<file path="config.mk">
export PLATFORM = sky130hd
export DESIGN_NAME = flight_phase_sequencer_core
export DESIGN_NICKNAME = d
export VERILOG_FILES = /design/src/fsp_pkg.sv /design/src/fsp_cfg.sv /design/src/fsp_seq.sv /design/src/flight_phase_sequencer_core.sv
export SDC_FILE = /design/constraint.sdc
export NUM_CORES = 1
export LEC_CHECK = 0
export BUFFER_PORTS_ARGS = -buffer_cell sky130_fd_sc_hd__buf_2
export CAP_MARGIN = 20
export CORE_MARGIN = 2
export CORE_UTILIZATION = 35
export CTS_BUF_LIST = sky130_fd_sc_hd__clkbuf_4
export DETAILED_ROUTE_END_ITERATION = 16
export GPL_TIMING_DRIVEN = 0
export PLACE_DENSITY_LB_ADDON = 0.05
export SETUP_SLACK_MARGIN = 0.2
export SLEW_MARGIN = 10
export SYNTH_ARGS = -nofsm -noshare
export SYNTH_HDL_FRONTEND = slang
export SYNTH_SLANG_ARGS = --single-unit
</file>
<file path="constraint.sdc">
create_clock -name clk -period 9.5 [get_ports clk]
set_clock_uncertainty 0.2 [all_clocks]
set_input_delay 0.475 -clock clk [delete_from_list [all_inputs] [get_ports clk]]
set_output_delay 0.475 -clock clk [all_outputs]
set_load 0.02 [all_outputs]
</file>
<file path="src/fsp_pkg.sv">
`timescale 1ns / 1ps
`default_nettype none
package fsp_pkg;

  // Default widths for the top-level parameters.
  localparam int SAMPLE_WIDTH_DEF = 20;
  localparam int COUNT_WIDTH_DEF  = 20;

  // APB data width and address width (seven registers at 4-byte spacing).
  localparam int APB_DATA_WIDTH = 32;
  localparam int APB_ADDR_WIDTH = 5;
  localparam int REG_IDX_WIDTH  = 3;

  // Register indexes.
  localparam logic [REG_IDX_WIDTH-1:0] REG_IDLE_RATE     = 3'd0;
  localparam logic [REG_IDX_WIDTH-1:0] REG_LAUNCH_ACCEL  = 3'd1;
  localparam logic [REG_IDX_WIDTH-1:0] REG_BURNOUT_ACCEL = 3'd2;
  localparam logic [REG_IDX_WIDTH-1:0] REG_LEVEL_PITCH   = 3'd3;
  localparam logic [REG_IDX_WIDTH-1:0] REG_STILL_RATE    = 3'd4;
  localparam logic [REG_IDX_WIDTH-1:0] REG_GLIDE_DWELL   = 3'd5;
  localparam logic [REG_IDX_WIDTH-1:0] REG_LANDED_DWELL  = 3'd6;

  // Threshold slots in the packed threshold bus.
  localparam int NUM_THRESH     = 5;
  localparam int TH_IDLE_RATE   = 0;
  localparam int TH_LAUNCH      = 1;
  localparam int TH_BURNOUT     = 2;
  localparam int TH_LEVEL_PITCH = 3;
  localparam int TH_STILL_RATE  = 4;

  // Reset values, 32 bits wide; truncated to the configured width.
  localparam logic [31:0] RST_IDLE_RATE     = 32'(1024);
  localparam logic [31:0] RST_LAUNCH_ACCEL  = 32'(-15360);
  localparam logic [31:0] RST_BURNOUT_ACCEL = 32'(-5120);
  localparam logic [31:0] RST_LEVEL_PITCH   = 32'(5120);
  localparam logic [31:0] RST_STILL_RATE    = 32'(51);
  localparam logic [31:0] RST_GLIDE_DWELL   = 32'(100);
  localparam logic [31:0] RST_LANDED_DWELL  = 32'(100000);

  // Phase codes as seen on the result port.
  localparam logic [2:0] PHASE_STANDBY    = 3'd0;
  localparam logic [2:0] PHASE_CALIBRATE  = 3'd1;
  localparam logic [2:0] PHASE_BOOST      = 3'd2;
  localparam logic [2:0] PHASE_TRANSITION = 3'd3;
  localparam logic [2:0] PHASE_GLIDE      = 3'd4;
  localparam logic [2:0] PHASE_LANDED     = 3'd5;

  // Selector codes.
  localparam logic       ROLL_IGNORE    = 1'b0;
  localparam logic       ROLL_HOLD_ZERO = 1'b1;
  localparam logic [1:0] PITCH_IGNORE   = 2'd0;
  localparam logic [1:0] PITCH_LAUNCH   = 2'd1;
  localparam logic [1:0] PITCH_GLIDE    = 2'd2;
  localparam logic [1:0] GAIN_ZERO      = 2'd0;
  localparam logic [1:0] GAIN_BOOST     = 2'd1;
  localparam logic [1:0] GAIN_GLIDE     = 2'd2;

endpackage
`default_nettype wire

</file>
<file path="src/fsp_cfg.sv">
`timescale 1ns / 1ps
`default_nettype none
module fsp_cfg
  import fsp_pkg::*;
#(
  parameter int SAMPLE_WIDTH = SAMPLE_WIDTH_DEF,
  parameter int COUNT_WIDTH  = COUNT_WIDTH_DEF
) (
  input  wire logic                                  clk,
  input  wire logic                                  rst,
  input  wire logic                                  psel,
  input  wire logic                                  penable,
  input  wire logic                                  pwrite,
  input  wire logic [APB_ADDR_WIDTH-1:0]             paddr,
  input  wire logic [APB_DATA_WIDTH-1:0]             pwdata,
  output logic      [APB_DATA_WIDTH-1:0]             prdata,
  output logic      [NUM_THRESH-1:0][SAMPLE_WIDTH-1:0] thresh,
  output logic      [COUNT_WIDTH-1:0]                glide_dwell,
  output logic      [COUNT_WIDTH-1:0]                landed_dwell
);

  logic                     wr_en;
  logic [REG_IDX_WIDTH-1:0] idx;

  assign wr_en = psel & penable & pwrite;
  assign idx   = paddr[APB_ADDR_WIDTH-1:2];

  always_ff @(posedge clk) begin
    if (rst) begin
      thresh[TH_IDLE_RATE]   <= RST_IDLE_RATE[SAMPLE_WIDTH-1:0];
      thresh[TH_LAUNCH]      <= RST_LAUNCH_ACCEL[SAMPLE_WIDTH-1:0];
      thresh[TH_BURNOUT]     <= RST_BURNOUT_ACCEL[SAMPLE_WIDTH-1:0];
      thresh[TH_LEVEL_PITCH] <= RST_LEVEL_PITCH[SAMPLE_WIDTH-1:0];
      thresh[TH_STILL_RATE]  <= RST_STILL_RATE[SAMPLE_WIDTH-1:0];
      glide_dwell            <= RST_GLIDE_DWELL[COUNT_WIDTH-1:0];
      landed_dwell           <= RST_LANDED_DWELL[COUNT_WIDTH-1:0];
    end else if (wr_en) begin
      case (idx)
        REG_IDLE_RATE:     thresh[TH_IDLE_RATE]   <= pwdata[SAMPLE_WIDTH-1:0];
        REG_LAUNCH_ACCEL:  thresh[TH_LAUNCH]      <= pwdata[SAMPLE_WIDTH-1:0];
        REG_BURNOUT_ACCEL: thresh[TH_BURNOUT]     <= pwdata[SAMPLE_WIDTH-1:0];
        REG_LEVEL_PITCH:   thresh[TH_LEVEL_PITCH] <= pwdata[SAMPLE_WIDTH-1:0];
        REG_STILL_RATE:    thresh[TH_STILL_RATE]  <= pwdata[SAMPLE_WIDTH-1:0];
        REG_GLIDE_DWELL:   glide_dwell            <= pwdata[COUNT_WIDTH-1:0];
        REG_LANDED_DWELL:  landed_dwell           <= pwdata[COUNT_WIDTH-1:0];
        default: ;
      endcase
    end
  end

  // Thresholds read back sign-extended, dwells zero-extended.
  always_comb begin
    case (idx)
      REG_IDLE_RATE:     prdata = APB_DATA_WIDTH'(signed'(thresh[TH_IDLE_RATE]));
      REG_LAUNCH_ACCEL:  prdata = APB_DATA_WIDTH'(signed'(thresh[TH_LAUNCH]));
      REG_BURNOUT_ACCEL: prdata = APB_DATA_WIDTH'(signed'(thresh[TH_BURNOUT]));
      REG_LEVEL_PITCH:   prdata = APB_DATA_WIDTH'(signed'(thresh[TH_LEVEL_PITCH]));
      REG_STILL_RATE:    prdata = APB_DATA_WIDTH'(signed'(thresh[TH_STILL_RATE]));
      REG_GLIDE_DWELL:   prdata = APB_DATA_WIDTH'(glide_dwell);
      REG_LANDED_DWELL:  prdata = APB_DATA_WIDTH'(landed_dwell);
      default:           prdata = '0;
    endcase
  end

endmodule
`default_nettype wire

</file>
<file path="src/fsp_seq.sv">
`timescale 1ns / 1ps
`default_nettype none
module fsp_seq
  import fsp_pkg::*;
#(
  parameter int SAMPLE_WIDTH = SAMPLE_WIDTH_DEF,
  parameter int COUNT_WIDTH  = COUNT_WIDTH_DEF
) (
  input  wire logic                                    clk,
  input  wire logic                                    rst,
  input  wire logic                                    step,
  input  wire logic        [NUM_THRESH-1:0][SAMPLE_WIDTH-1:0] thresh,
  input  wire logic        [COUNT_WIDTH-1:0]           glide_dwell,
  input  wire logic        [COUNT_WIDTH-1:0]           landed_dwell,
  input  wire logic signed [SAMPLE_WIDTH-1:0]          roll_rate,
  input  wire logic signed [SAMPLE_WIDTH-1:0]          pitch_rate,
  input  wire logic signed [SAMPLE_WIDTH-1:0]          yaw_rate,
  input  wire logic signed [SAMPLE_WIDTH-1:0]          accel_forward,
  input  wire logic signed [SAMPLE_WIDTH-1:0]          yaw_angle,
  input  wire logic signed [SAMPLE_WIDTH-1:0]          pitch_angle,
  output logic             [2:0]                       phase_next,
  output logic                                         roll_next,
  output logic             [1:0]                       pitch_sel_next,
  output logic             [1:0]                       gain_next,
  output logic signed      [SAMPLE_WIDTH-1:0]          heading_next,
  output logic signed      [SAMPLE_WIDTH-1:0]          pitch_latch_next
);

  typedef enum logic [2:0] {
    ST_STANDBY    = PHASE_STANDBY,
    ST_CALIBRATE  = PHASE_CALIBRATE,
    ST_BOOST      = PHASE_BOOST,
    ST_TRANSITION = PHASE_TRANSITION,
    ST_GLIDE      = PHASE_GLIDE,
    ST_LANDED     = PHASE_LANDED
  } state_t;

  state_t                         state, state_next;
  logic        [COUNT_WIDTH-1:0]  dwell, dwell_next, dwell_bump;
  logic signed [SAMPLE_WIDTH-1:0] heading_latch, pitch_latch;
  logic signed [SAMPLE_WIDTH-1:0] th_idle, th_launch, th_burnout, th_level, th_still;

  assign th_idle    = signed'(thresh[TH_IDLE_RATE]);
  assign th_launch  = signed'(thresh[TH_LAUNCH]);
  assign th_burnout = signed'(thresh[TH_BURNOUT]);
  assign th_level   = signed'(thresh[TH_LEVEL_PITCH]);
  assign th_still   = signed'(thresh[TH_STILL_RATE]);

  // Saturating increment.
  assign dwell_bump = (&dwell) ? dwell : dwell + 1'b1;

  always_comb begin
    state_next       = state;
    dwell_next       = dwell;
    heading_next     = heading_latch;
    pitch_latch_next = pitch_latch;
    case (state)
      ST_STANDBY: begin
        if (roll_rate < th_idle && yaw_rate < th_idle) begin
          state_next = ST_CALIBRATE;
          dwell_next = '0;
        end
      end
      ST_CALIBRATE: begin
        if (accel_forward < th_launch) begin
          state_next = ST_BOOST;
        end else begin
          heading_next     = yaw_angle;
          pitch_latch_next = pitch_angle;
        end
      end
      ST_BOOST: begin
        if (accel_forward > th_burnout) begin
          state_next = ST_TRANSITION;
          dwell_next = '0;
        end
      end
      ST_TRANSITION: begin
        if (pitch_angle < th_level) begin
          dwell_next = dwell_bump;
          if (dwell_bump >= glide_dwell) begin
            state_next = ST_GLIDE;
            dwell_next = '0;
          end
        end
      end
      ST_GLIDE: begin
        if (roll_rate < th_still && pitch_rate < th_still) begin
          dwell_next = dwell_bump;
          if (dwell_bump >= landed_dwell) begin
            state_next = ST_LANDED;
            dwell_next = '0;
          end
        end
      end
      default: ;
    endcase
  end

  always_comb begin
    phase_next = state_next;
    case (state_next)
      ST_BOOST: begin
        roll_next      = ROLL_HOLD_ZERO;
        pitch_sel_next = PITCH_LAUNCH;
        gain_next      = GAIN_BOOST;
      end
      ST_TRANSITION: begin
        roll_next      = ROLL_HOLD_ZERO;
        pitch_sel_next = PITCH_LAUNCH;
        gain_next      = GAIN_ZERO;
      end
      ST_GLIDE: begin
        roll_next      = ROLL_HOLD_ZERO;
        pitch_sel_next = PITCH_GLIDE;
        gain_next      = GAIN_GLIDE;
      end
      default: begin
        roll_next      = ROLL_IGNORE;
        pitch_sel_next = PITCH_IGNORE;
        gain_next      = GAIN_ZERO;
      end
    endcase
  end

  always_ff @(posedge clk) begin
    if (rst) begin
      state         <= ST_STANDBY;
      dwell         <= '0;
      heading_latch <= '0;
      pitch_latch   <= '0;
    end else if (step) begin
      state         <= state_next;
      dwell         <= dwell_next;
      heading_latch <= heading_next;
      pitch_latch   <= pitch_latch_next;
    end
  end

endmodule
`default_nettype wire

</file>
<file path="src/flight_phase_sequencer_core.sv">
`timescale 1ns / 1ps
`default_nettype none
// Flight phase sequencer core.
// Sample channel: one attitude-filter sample per beat (rates, forward accel,
//   yaw and pitch, signed Q10). Beat taken when sample_valid && !sample_stall.
// Result channel: one result beat per sample: new phase, roll/pitch/gain
//   selector codes and the yaw/pitch latched during calibrate.
//   Beat taken when result_valid && !result_stall.
// Config: APB-style, 7 registers at byte offsets 0x00..0x18, pready tied
//   high; write only while no samples are in flight.
// Path: a sample beat is taken into the input register, and result_valid
//   rises once it moves on into the result register. Throughput: one
//   sample per cycle while the result channel is not stalled; the phase/dwell
//   state update sits between the two registers.
// Stall: a stalled result holds; the input register still takes one more
//   sample, and sample_stall rises only when both stages are full.
// Reset (rst, synchronous): phase standby, dwell and latches zero, threshold
//   registers to their defaults, both stages empty.
module flight_phase_sequencer_core
  import fsp_pkg::*;
#(
  parameter int SAMPLE_WIDTH = SAMPLE_WIDTH_DEF,
  parameter int COUNT_WIDTH  = COUNT_WIDTH_DEF
) (
  input  wire logic                           clk,
  input  wire logic                           rst,
  // APB
  input  wire logic                           psel,
  input  wire logic                           penable,
  input  wire logic                           pwrite,
  input  wire logic [APB_ADDR_WIDTH-1:0]      paddr,
  input  wire logic [APB_DATA_WIDTH-1:0]      pwdata,
  output logic      [APB_DATA_WIDTH-1:0]      prdata,
  output logic                                pready,
  // sample channel
  input  wire logic                           sample_valid,
  output logic                                sample_stall,
  input  wire logic signed [SAMPLE_WIDTH-1:0] roll_rate,
  input  wire logic signed [SAMPLE_WIDTH-1:0] pitch_rate,
  input  wire logic signed [SAMPLE_WIDTH-1:0] yaw_rate,
  input  wire logic signed [SAMPLE_WIDTH-1:0] accel_forward,
  input  wire logic signed [SAMPLE_WIDTH-1:0] yaw_angle,
  input  wire logic signed [SAMPLE_WIDTH-1:0] pitch_angle,
  // result channel
  output logic                                result_valid,
  input  wire logic                           result_stall,
  output logic             [2:0]              phase,
  output logic                                roll_select,
  output logic             [1:0]              pitch_select,
  output logic             [1:0]              gain_select,
  output logic signed      [SAMPLE_WIDTH-1:0] start_heading,
  output logic signed      [SAMPLE_WIDTH-1:0] start_pitch
);

  logic [NUM_THRESH-1:0][SAMPLE_WIDTH-1:0] thresh;
  logic [COUNT_WIDTH-1:0]                  glide_dwell, landed_dwell;

  // input register
  logic                           s1_valid;
  logic signed [SAMPLE_WIDTH-1:0] s1_roll, s1_pitch_rate, s1_yaw_rate;
  logic signed [SAMPLE_WIDTH-1:0] s1_accel, s1_yaw_angle, s1_pitch_angle;

  // sequencer next results
  logic        [2:0]              phase_nx;
  logic                           roll_nx;
  logic        [1:0]              pitch_nx, gain_nx;
  logic signed [SAMPLE_WIDTH-1:0] heading_nx, pitch_latch_nx;

  logic take_in, advance;

  assign pready = 1'b1;

  // s1 moves to the result register whenever that register is free or drains
  assign advance      = s1_valid & (~result_valid | ~result_stall);
  assign sample_stall = s1_valid & ~advance;
  assign take_in      = sample_valid & ~sample_stall;

  fsp_cfg #(
    .SAMPLE_WIDTH(SAMPLE_WIDTH),
    .COUNT_WIDTH (COUNT_WIDTH)
  ) u_cfg (
    .clk         (clk),
    .rst         (rst),
    .psel        (psel),
    .penable     (penable),
    .pwrite      (pwrite),
    .paddr       (paddr),
    .pwdata      (pwdata),
    .prdata      (prdata),
    .thresh      (thresh),
    .glide_dwell (glide_dwell),
    .landed_dwell(landed_dwell)
  );

  fsp_seq #(
    .SAMPLE_WIDTH(SAMPLE_WIDTH),
    .COUNT_WIDTH (COUNT_WIDTH)
  ) u_seq (
    .clk             (clk),
    .rst             (rst),
    .step            (advance),
    .thresh          (thresh),
    .glide_dwell     (glide_dwell),
    .landed_dwell    (landed_dwell),
    .roll_rate       (s1_roll),
    .pitch_rate      (s1_pitch_rate),
    .yaw_rate        (s1_yaw_rate),
    .accel_forward   (s1_accel),
    .yaw_angle       (s1_yaw_angle),
    .pitch_angle     (s1_pitch_angle),
    .phase_next      (phase_nx),
    .roll_next       (roll_nx),
    .pitch_sel_next  (pitch_nx),
    .gain_next       (gain_nx),
    .heading_next    (heading_nx),
    .pitch_latch_next(pitch_latch_nx)
  );

  // control
  always_ff @(posedge clk) begin
    if (rst) begin
      s1_valid     <= 1'b0;
      result_valid <= 1'b0;
    end else begin
      s1_valid     <= take_in | (s1_valid & ~advance);
      result_valid <= advance | (result_valid & result_stall);
    end
  end

  // payload
  always_ff @(posedge clk) begin
    if (take_in) begin
      s1_roll        <= roll_rate;
      s1_pitch_rate  <= pitch_rate;
      s1_yaw_rate    <= yaw_rate;
      s1_accel       <= accel_forward;
      s1_yaw_angle   <= yaw_angle;
      s1_pitch_angle <= pitch_angle;
    end
    if (advance) begin
      phase         <= phase_nx;
      roll_select   <= roll_nx;
      pitch_select  <= pitch_nx;
      gain_select   <= gain_nx;
      start_heading <= heading_nx;
      start_pitch   <= pitch_latch_nx;
    end
  end

endmodule
`default_nettype wire

</file>
==> summary.md <==
| Metric | Value |
|---|---|
| Power per cell area | `152 nW/um^2` |
| Max stage delay cell, worst path | `sky130_fd_sc_hd__nor3_1` |
| Synth-to-Final Area Change | `26.3%` |
| Period minus WS final | `5.28 ns` |
| Remaining number of nets flagged by the antenna check after routing | `0` |
| Initial antenna violation count | `5` |
| Critical Path AT | `5.85 ns` |
| Cell chosen for the clock root | `sky130_fd_sc_hd__clkbuf_4` |
| Max-slew violation count | `0` |
| Place WS | `4.36 ns` |
| Number of endpoints with negative hold slack in the final report | `0` |
| Start point of the worst min-delay path | `penable` |
| Syn. warnings | `0` |
| Min-delay worst type | `input pin to register` |
| Worst setup slack after layout | `4.22 ns` |
| Power dissipated by switching net loads | `0.971 mW` |
| I/O pins | `247` |
| Clock transition at path regs | `0.06 ns` |
| Post-synthesis cell type count | `76` |
| Number of cells on the worst hold path | `5` |
| Number of max-capacitance violations reported | `0` |
| Area taken by flip-flops and latches | `9150 um^2` |
| Share of synthesized flip-flops with an asynchronous set or reset | `0%` |
| 1st-iter DRT viols | `1099` |
| Crit path launch type | `register` |
| End of the worst hold path | `u_cfg.thresh[85]` |
| Switching portion of total power | `26.5%` |
| Most used DFF post-synth | `sky130_fd_sc_hd__dfxtp_1` |
| Htree depth | `3` |
| Residual overflow from global routing | `0` |
| Top area cells in the synthesized netlist | `sky130_fd_sc_hd__edfxtp_1 26%, sky130_fd_sc_hd__dfxtp_1 22%, sky130_fd_sc_hd__ha_1 11%` |
| Sinks on the clock net | `373` |
| Headroom to the max-slew limit | `32.5%` |
| Drc violations | `0` |
| Post-Synthesis Net Count | `2291` |
| Maximum single-stage delay on the critical path | `0.47 ns` |
| Required time at the endpoint of the critical path | `10.07 ns` |
| Met1 wire length | `29.2 mm` |
| Routed wire length on met2 | `31.4 mm` |
| Placement Rows | `85` |
| Input/output buffers | `229` |
| FF-to-FF path depth | `19` |
| Effective utilization at floorplan | `35.4%` |
| Bufs on Longest Clock Path | `3` |
| CTS tree | `built` |
| Wire length after detailed routing | `67.9 mm` |
| Routed via count divided by cell count | `5.11` |
| FF-to-FF End | `u_seq.dwell[5]` |
| Maximum clock rate | `189 MHz` |
| GR Util All Layers | `24.0%` |
| Count of instances resized after the clock tree is built | `0` |
| Cell taking the most area after synthesis | `sky130_fd_sc_hd__edfxtp_1` |
| Classification of the worst setup path | `register to register` |
| Post-synthesis sequential area ratio | `48.0%` |
| Combinational share of power | `10.2%` |
| Last weighted congestion value of the routability-driven placer | `0.944` |
| Worst Tran Pin Value | `1.01 ns` |
| Outcome | `finished, final reports clean` |
| Chip Height | `237 um` |
| Register bit total from synthesis | `373` |
| Critical-path cell list | `ha_1 -> and3_1 -> and2_1 -> nand4_1 -> nor3_1 -> nor2_1 -> and2_1 -> xor2_1 -> ha_1 -> a21o_1 -> a21o_1 -> a21oi_1 -> o21a_1 -> o21ai_0 -> a211o_1 -> nand2_1 -> clkbuf_1 -> nand2_1 -> o32ai_1` |
| Synthesized area divided by synthesized cell count | `9.76 um^2` |
| Setup violators final | `0` |
| Width of the die | `237 um` |
| Largest driver fanout on the critical path | `10` |
| Post-route worst hold slack | `0.0619 ns` |
| Wire length of the first global-routing pass | `99.5 mm` |
| Combined buffer and inverter count along the critical path | `1` |
| Max Used Layer | `met5` |
| Net count reported at finish | `2781` |
| Worst-Skew Late Latency | `0.88 ns` |
| RSZ-0062 raised after global routing | `no` |
| Average detailed-routed wire length per instance | `21.0 um` |
| Minimum setup slack among reg-to-reg paths | `4.22 ns` |
| Launching point of the worst reg2reg path | `u_seq.dwell[0]` |
| Critical path capture point type | `register` |
| Count of placed standard cells including taps | `2882` |
| Area occupied by multi-input gates | `8800 um^2` |
| Maximum resistive drop on vdd | `0.0798 mV` |
| Standby leakage power | `9.76 nW` |
| First drt pass iteration count | `6` |
| Via count of the first global-routing pass | `16439` |
| Number of enable-type register cells in the synthesized netlist | `168` |
| Sequential cell fraction of total power | `47.8%` |
| Area enclosed by the die boundary | `56300 um^2` |
| Vias after detailed routing | `16520` |
| Area share of the largest cell type after synthesis | `26.5%` |
| Part of the cycle the worst path needs | `55.6%` |
| Crit-path leading delay family | `simple AND/OR/NAND/NOR gates` |
| Dpl hpwl | `51.2 mm` |
| Core area | `53800 um^2` |
| Met3 wire length | `5.09 mm` |
| Share of total power in the clock network | `41.9%` |
| Layout cells sized above 1 | `18.7%` |
| Filler Cell Count | `5200` |
| Largest net degree at the start of global routing | `33` |
| Synthesized area | `19000 um^2` |
| Total CTS buffers | `106` |
| Gate count after technology mapping | `1952` |
| Post-route non-filler standard cell count | `3231` |
| Internal power contribution | `2.70 mW` |
==> worst register-to-register path, stage by stage (launching register included) <==
cell and delay [ns]:
sky130_fd_sc_hd__dfxtp_1 0.43, sky130_fd_sc_hd__ha_1 0.20, sky130_fd_sc_hd__and3_1 0.17, sky130_fd_sc_hd__and2_1 0.24
sky130_fd_sc_hd__nand4_1 0.22, sky130_fd_sc_hd__nor3_1 0.47, sky130_fd_sc_hd__nor2_1 0.22, sky130_fd_sc_hd__and2_1 0.25
sky130_fd_sc_hd__xor2_1 0.32, sky130_fd_sc_hd__ha_1 0.32, sky130_fd_sc_hd__a21o_1 0.18, sky130_fd_sc_hd__a21o_1 0.17
sky130_fd_sc_hd__a21oi_1 0.25, sky130_fd_sc_hd__o21a_1 0.16, sky130_fd_sc_hd__o21ai_0 0.09, sky130_fd_sc_hd__a211o_1 0.35
sky130_fd_sc_hd__nand2_1 0.18, sky130_fd_sc_hd__clkbuf_1 0.39, sky130_fd_sc_hd__nand2_1 0.21, sky130_fd_sc_hd__o32ai_1 0.15
==> through the flow <==
stage	setup TNS (ns)	instance area [um^2]	power, mW	utilization (%)
CTS	0	24000	3.72	44.7
global route	0	24100	3.85	44.7
detailed placement	0	21200	2.12	39.3
finish	0	24100	3.67	44.7
global placement	-52.77	21100	2.11	39.1
floorplan	0	19000	1.96	-
==> power by group through the flow <==
stage          Clock, mW  Sequential (mW)  Combinational (mW)
5_1_grt             1.68             1.76               0.407
2_1_floorplan          0             1.79               0.167
3_5_place_dp           0             1.79               0.325
6_report            1.54             1.75               0.375
4_1_cts             1.59             1.76               0.374
3_3_place_gp           0             1.80               0.312
==> worst max path at each step <==
stage	startpoint	end	slack, ns	cells past startpoint
6_report	u_seq.dwell[0]	u_seq.dwell[5]	4.22	19
3_3_place_gp	result_stall	s1_yaw_rate[13]	-0.49	3
3_5_place_dp	u_seq.dwell[0]	u_seq.dwell[2]	4.36	19
4_1_cts	u_seq.dwell[0]	u_seq.dwell[5]	4.31	19
2_1_floorplan	result_stall	s1_accel[0]	2.70	2
5_1_grt	u_seq.dwell[0]	u_seq.dwell[5]	3.91	19
==> per-layer routing <==
layer / global-route usage, % / vias to the layer above
met3: 6.32 / 139
met1: 31.0 / 7875
met5: 0 / -
met4: 8.75 / 2
li1: - / 7933
met2: 38.9 / 571
==> cells by family (layout without fill, tap and decap cells) <==
group | after synthesis | count (layout) | synth area share (%)
buffers and inverters | 256 | 833 | 5.80
XOR/XNOR | 16 | 16 | 0.736
AND/OR/NAND/NOR | 612 | 612 | 14.0
adder cells (fa/ha/maj) | 175 | 175 | 11.5
multiplexers | 80 | 80 | 5.52
other | 1 | 7 | 0.0197
AO/OA/AOI/OAI | 439 | 439 | 14.3
flip-flops | 373 | 373 | 48.0
==> timing repair <==
action,CTS,global route
hold buffers,147,0
hold endpoints to repair,289,0
setup buffers,0,0
==> placed cells by master, fill, tap and decap left out, types with 6 or more instances in the layout <==
cell type / Yosys / final
sky130_fd_sc_hd__nand2_1: 375 / 375
sky130_fd_sc_hd__buf_2: 7 / 236
sky130_fd_sc_hd__a21oi_1: 224 / 224
sky130_fd_sc_hd__dfxtp_1: 205 / 205
sky130_fd_sc_hd__ha_1: 175 / 175
sky130_fd_sc_hd__edfxtp_1: 168 / 168
sky130_fd_sc_hd__clkbuf_4: 0 / 166
sky130_fd_sc_hd__inv_1: 152 / 151
sky130_fd_sc_hd__dlygate4sd3_1: 0 / 147
sky130_fd_sc_hd__nor2_1: 84 / 84
sky130_fd_sc_hd__clkbuf_1: 62 / 62
sky130_fd_sc_hd__o21ai_0: 50 / 50
sky130_fd_sc_hd__mux2_1: 40 / 40
sky130_fd_sc_hd__a21o_1: 35 / 35
sky130_fd_sc_hd__a211o_1: 34 / 34
sky130_fd_sc_hd__nand3_1: 32 / 32
sky130_fd_sc_hd__nand4_1: 28 / 28
sky130_fd_sc_hd__mux2i_1: 24 / 24
sky130_fd_sc_hd__clkinv_1: 1 / 24
sky130_fd_sc_hd__nand2b_1: 21 / 21
sky130_fd_sc_hd__buf_4: 17 / 17
sky130_fd_sc_hd__mux4_2: 16 / 16
sky130_fd_sc_hd__o21ai_1: 12 / 12
sky130_fd_sc_hd__nor3_1: 12 / 12
sky130_fd_sc_hd__nor2b_1: 11 / 10
sky130_fd_sc_hd__a31oi_1: 10 / 10
sky130_fd_sc_hd__or3_1: 9 / 9
sky130_fd_sc_hd__and3_1: 9 / 9
sky130_fd_sc_hd__a32o_1: 9 / 9
sky130_fd_sc_hd__a211oi_1: 8 / 8
sky130_fd_sc_hd__o211ai_1: 8 / 8
sky130_fd_sc_hd__and2_1: 8 / 8
sky130_fd_sc_hd__xor2_1: 8 / 8
sky130_fd_sc_hd__xnor2_1: 8 / 8
sky130_fd_sc_hd__buf_6: 7 / 7
sky130_fd_sc_hd__o21a_1: 7 / 7
sky130_fd_sc_hd__buf_1: 7 / 7
sky130_fd_sc_hd__diode_2: 0 / 6
sky130_fd_sc_hd__a22oi_1: 6 / 6
==> final cells by class <==
cell class / count / area share, %
flip-flops and latches: 373 / 38.0
plain buffers: 102 / 2.19
repair buffers: 382 / 11.3
diodes: 6 / 0.0624
well taps: 696 / 3.62
inverters: 154 / 2.40
clock buffers: 165 / 5.15
multi-input cells: 1323 / 36.6
clock inverters: 30 / 0.660
==> Yosys cell counts, types with 3 or more instances <==
| master | count |
|---|---|
| sky130_fd_sc_hd__o21ai_0 | 50 |
| sky130_fd_sc_hd__a22oi_1 | 6 |
| sky130_fd_sc_hd__buf_1 | 7 |
| sky130_fd_sc_hd__ha_1 | 175 |
| sky130_fd_sc_hd__inv_1 | 152 |
| sky130_fd_sc_hd__a32o_1 | 9 |
| sky130_fd_sc_hd__and2b_1 | 5 |
| sky130_fd_sc_hd__xnor2_1 | 8 |
| sky130_fd_sc_hd__nor3_1 | 12 |
| sky130_fd_sc_hd__xor2_1 | 8 |
| sky130_fd_sc_hd__a21oi_1 | 224 |
| sky130_fd_sc_hd__or3_1 | 9 |
| sky130_fd_sc_hd__buf_2 | 7 |
| sky130_fd_sc_hd__buf_6 | 7 |
| sky130_fd_sc_hd__nor2b_1 | 11 |
| sky130_fd_sc_hd__mux4_2 | 16 |
| sky130_fd_sc_hd__o21bai_1 | 3 |
| sky130_fd_sc_hd__a31oi_1 | 10 |
| sky130_fd_sc_hd__mux2i_1 | 24 |
| sky130_fd_sc_hd__and3_1 | 9 |
| sky130_fd_sc_hd__a221o_1 | 4 |
| sky130_fd_sc_hd__nor2_1 | 84 |
| sky130_fd_sc_hd__a21o_1 | 35 |
| sky130_fd_sc_hd__buf_4 | 17 |
| sky130_fd_sc_hd__nand3_1 | 32 |
| sky130_fd_sc_hd__nand4_1 | 28 |
| sky130_fd_sc_hd__dfxtp_1 | 205 |
| sky130_fd_sc_hd__nand2b_1 | 21 |
| sky130_fd_sc_hd__a211o_1 | 34 |
| sky130_fd_sc_hd__nand2_1 | 375 |
| sky130_fd_sc_hd__o21ai_1 | 12 |
| sky130_fd_sc_hd__o32ai_1 | 3 |
| sky130_fd_sc_hd__mux2_1 | 40 |
| sky130_fd_sc_hd__a211oi_1 | 8 |
| sky130_fd_sc_hd__a21boi_1 | 3 |
| sky130_fd_sc_hd__o21a_1 | 7 |
| sky130_fd_sc_hd__or4_1 | 4 |
| sky130_fd_sc_hd__o211ai_1 | 8 |
| sky130_fd_sc_hd__clkbuf_1 | 62 |
| sky130_fd_sc_hd__and2_1 | 8 |
| sky130_fd_sc_hd__and4_1 | 4 |
| sky130_fd_sc_hd__edfxtp_1 | 168 |
==> flip-flops by register name (all words and copies together), names as in the netlist, 20 cells and up <==
| name | flops |
|---|---|
| u_cfg.thresh | 100 |
| s1_accel | 20 |
| s1_pitch_angle | 20 |
| s1_pitch_rate | 20 |
| s1_roll | 20 |
| s1_yaw_angle | 20 |
| s1_yaw_rate | 20 |
| start_heading | 20 |
| start_pitch | 20 |
| u_cfg.glide_dwell | 20 |
| u_cfg.landed_dwell | 20 |
| u_seq.dwell | 20 |
| u_seq.heading_latch | 20 |
| u_seq.pitch_latch | 20 |
Note: power is estimated with default switching activity, not from simulation.
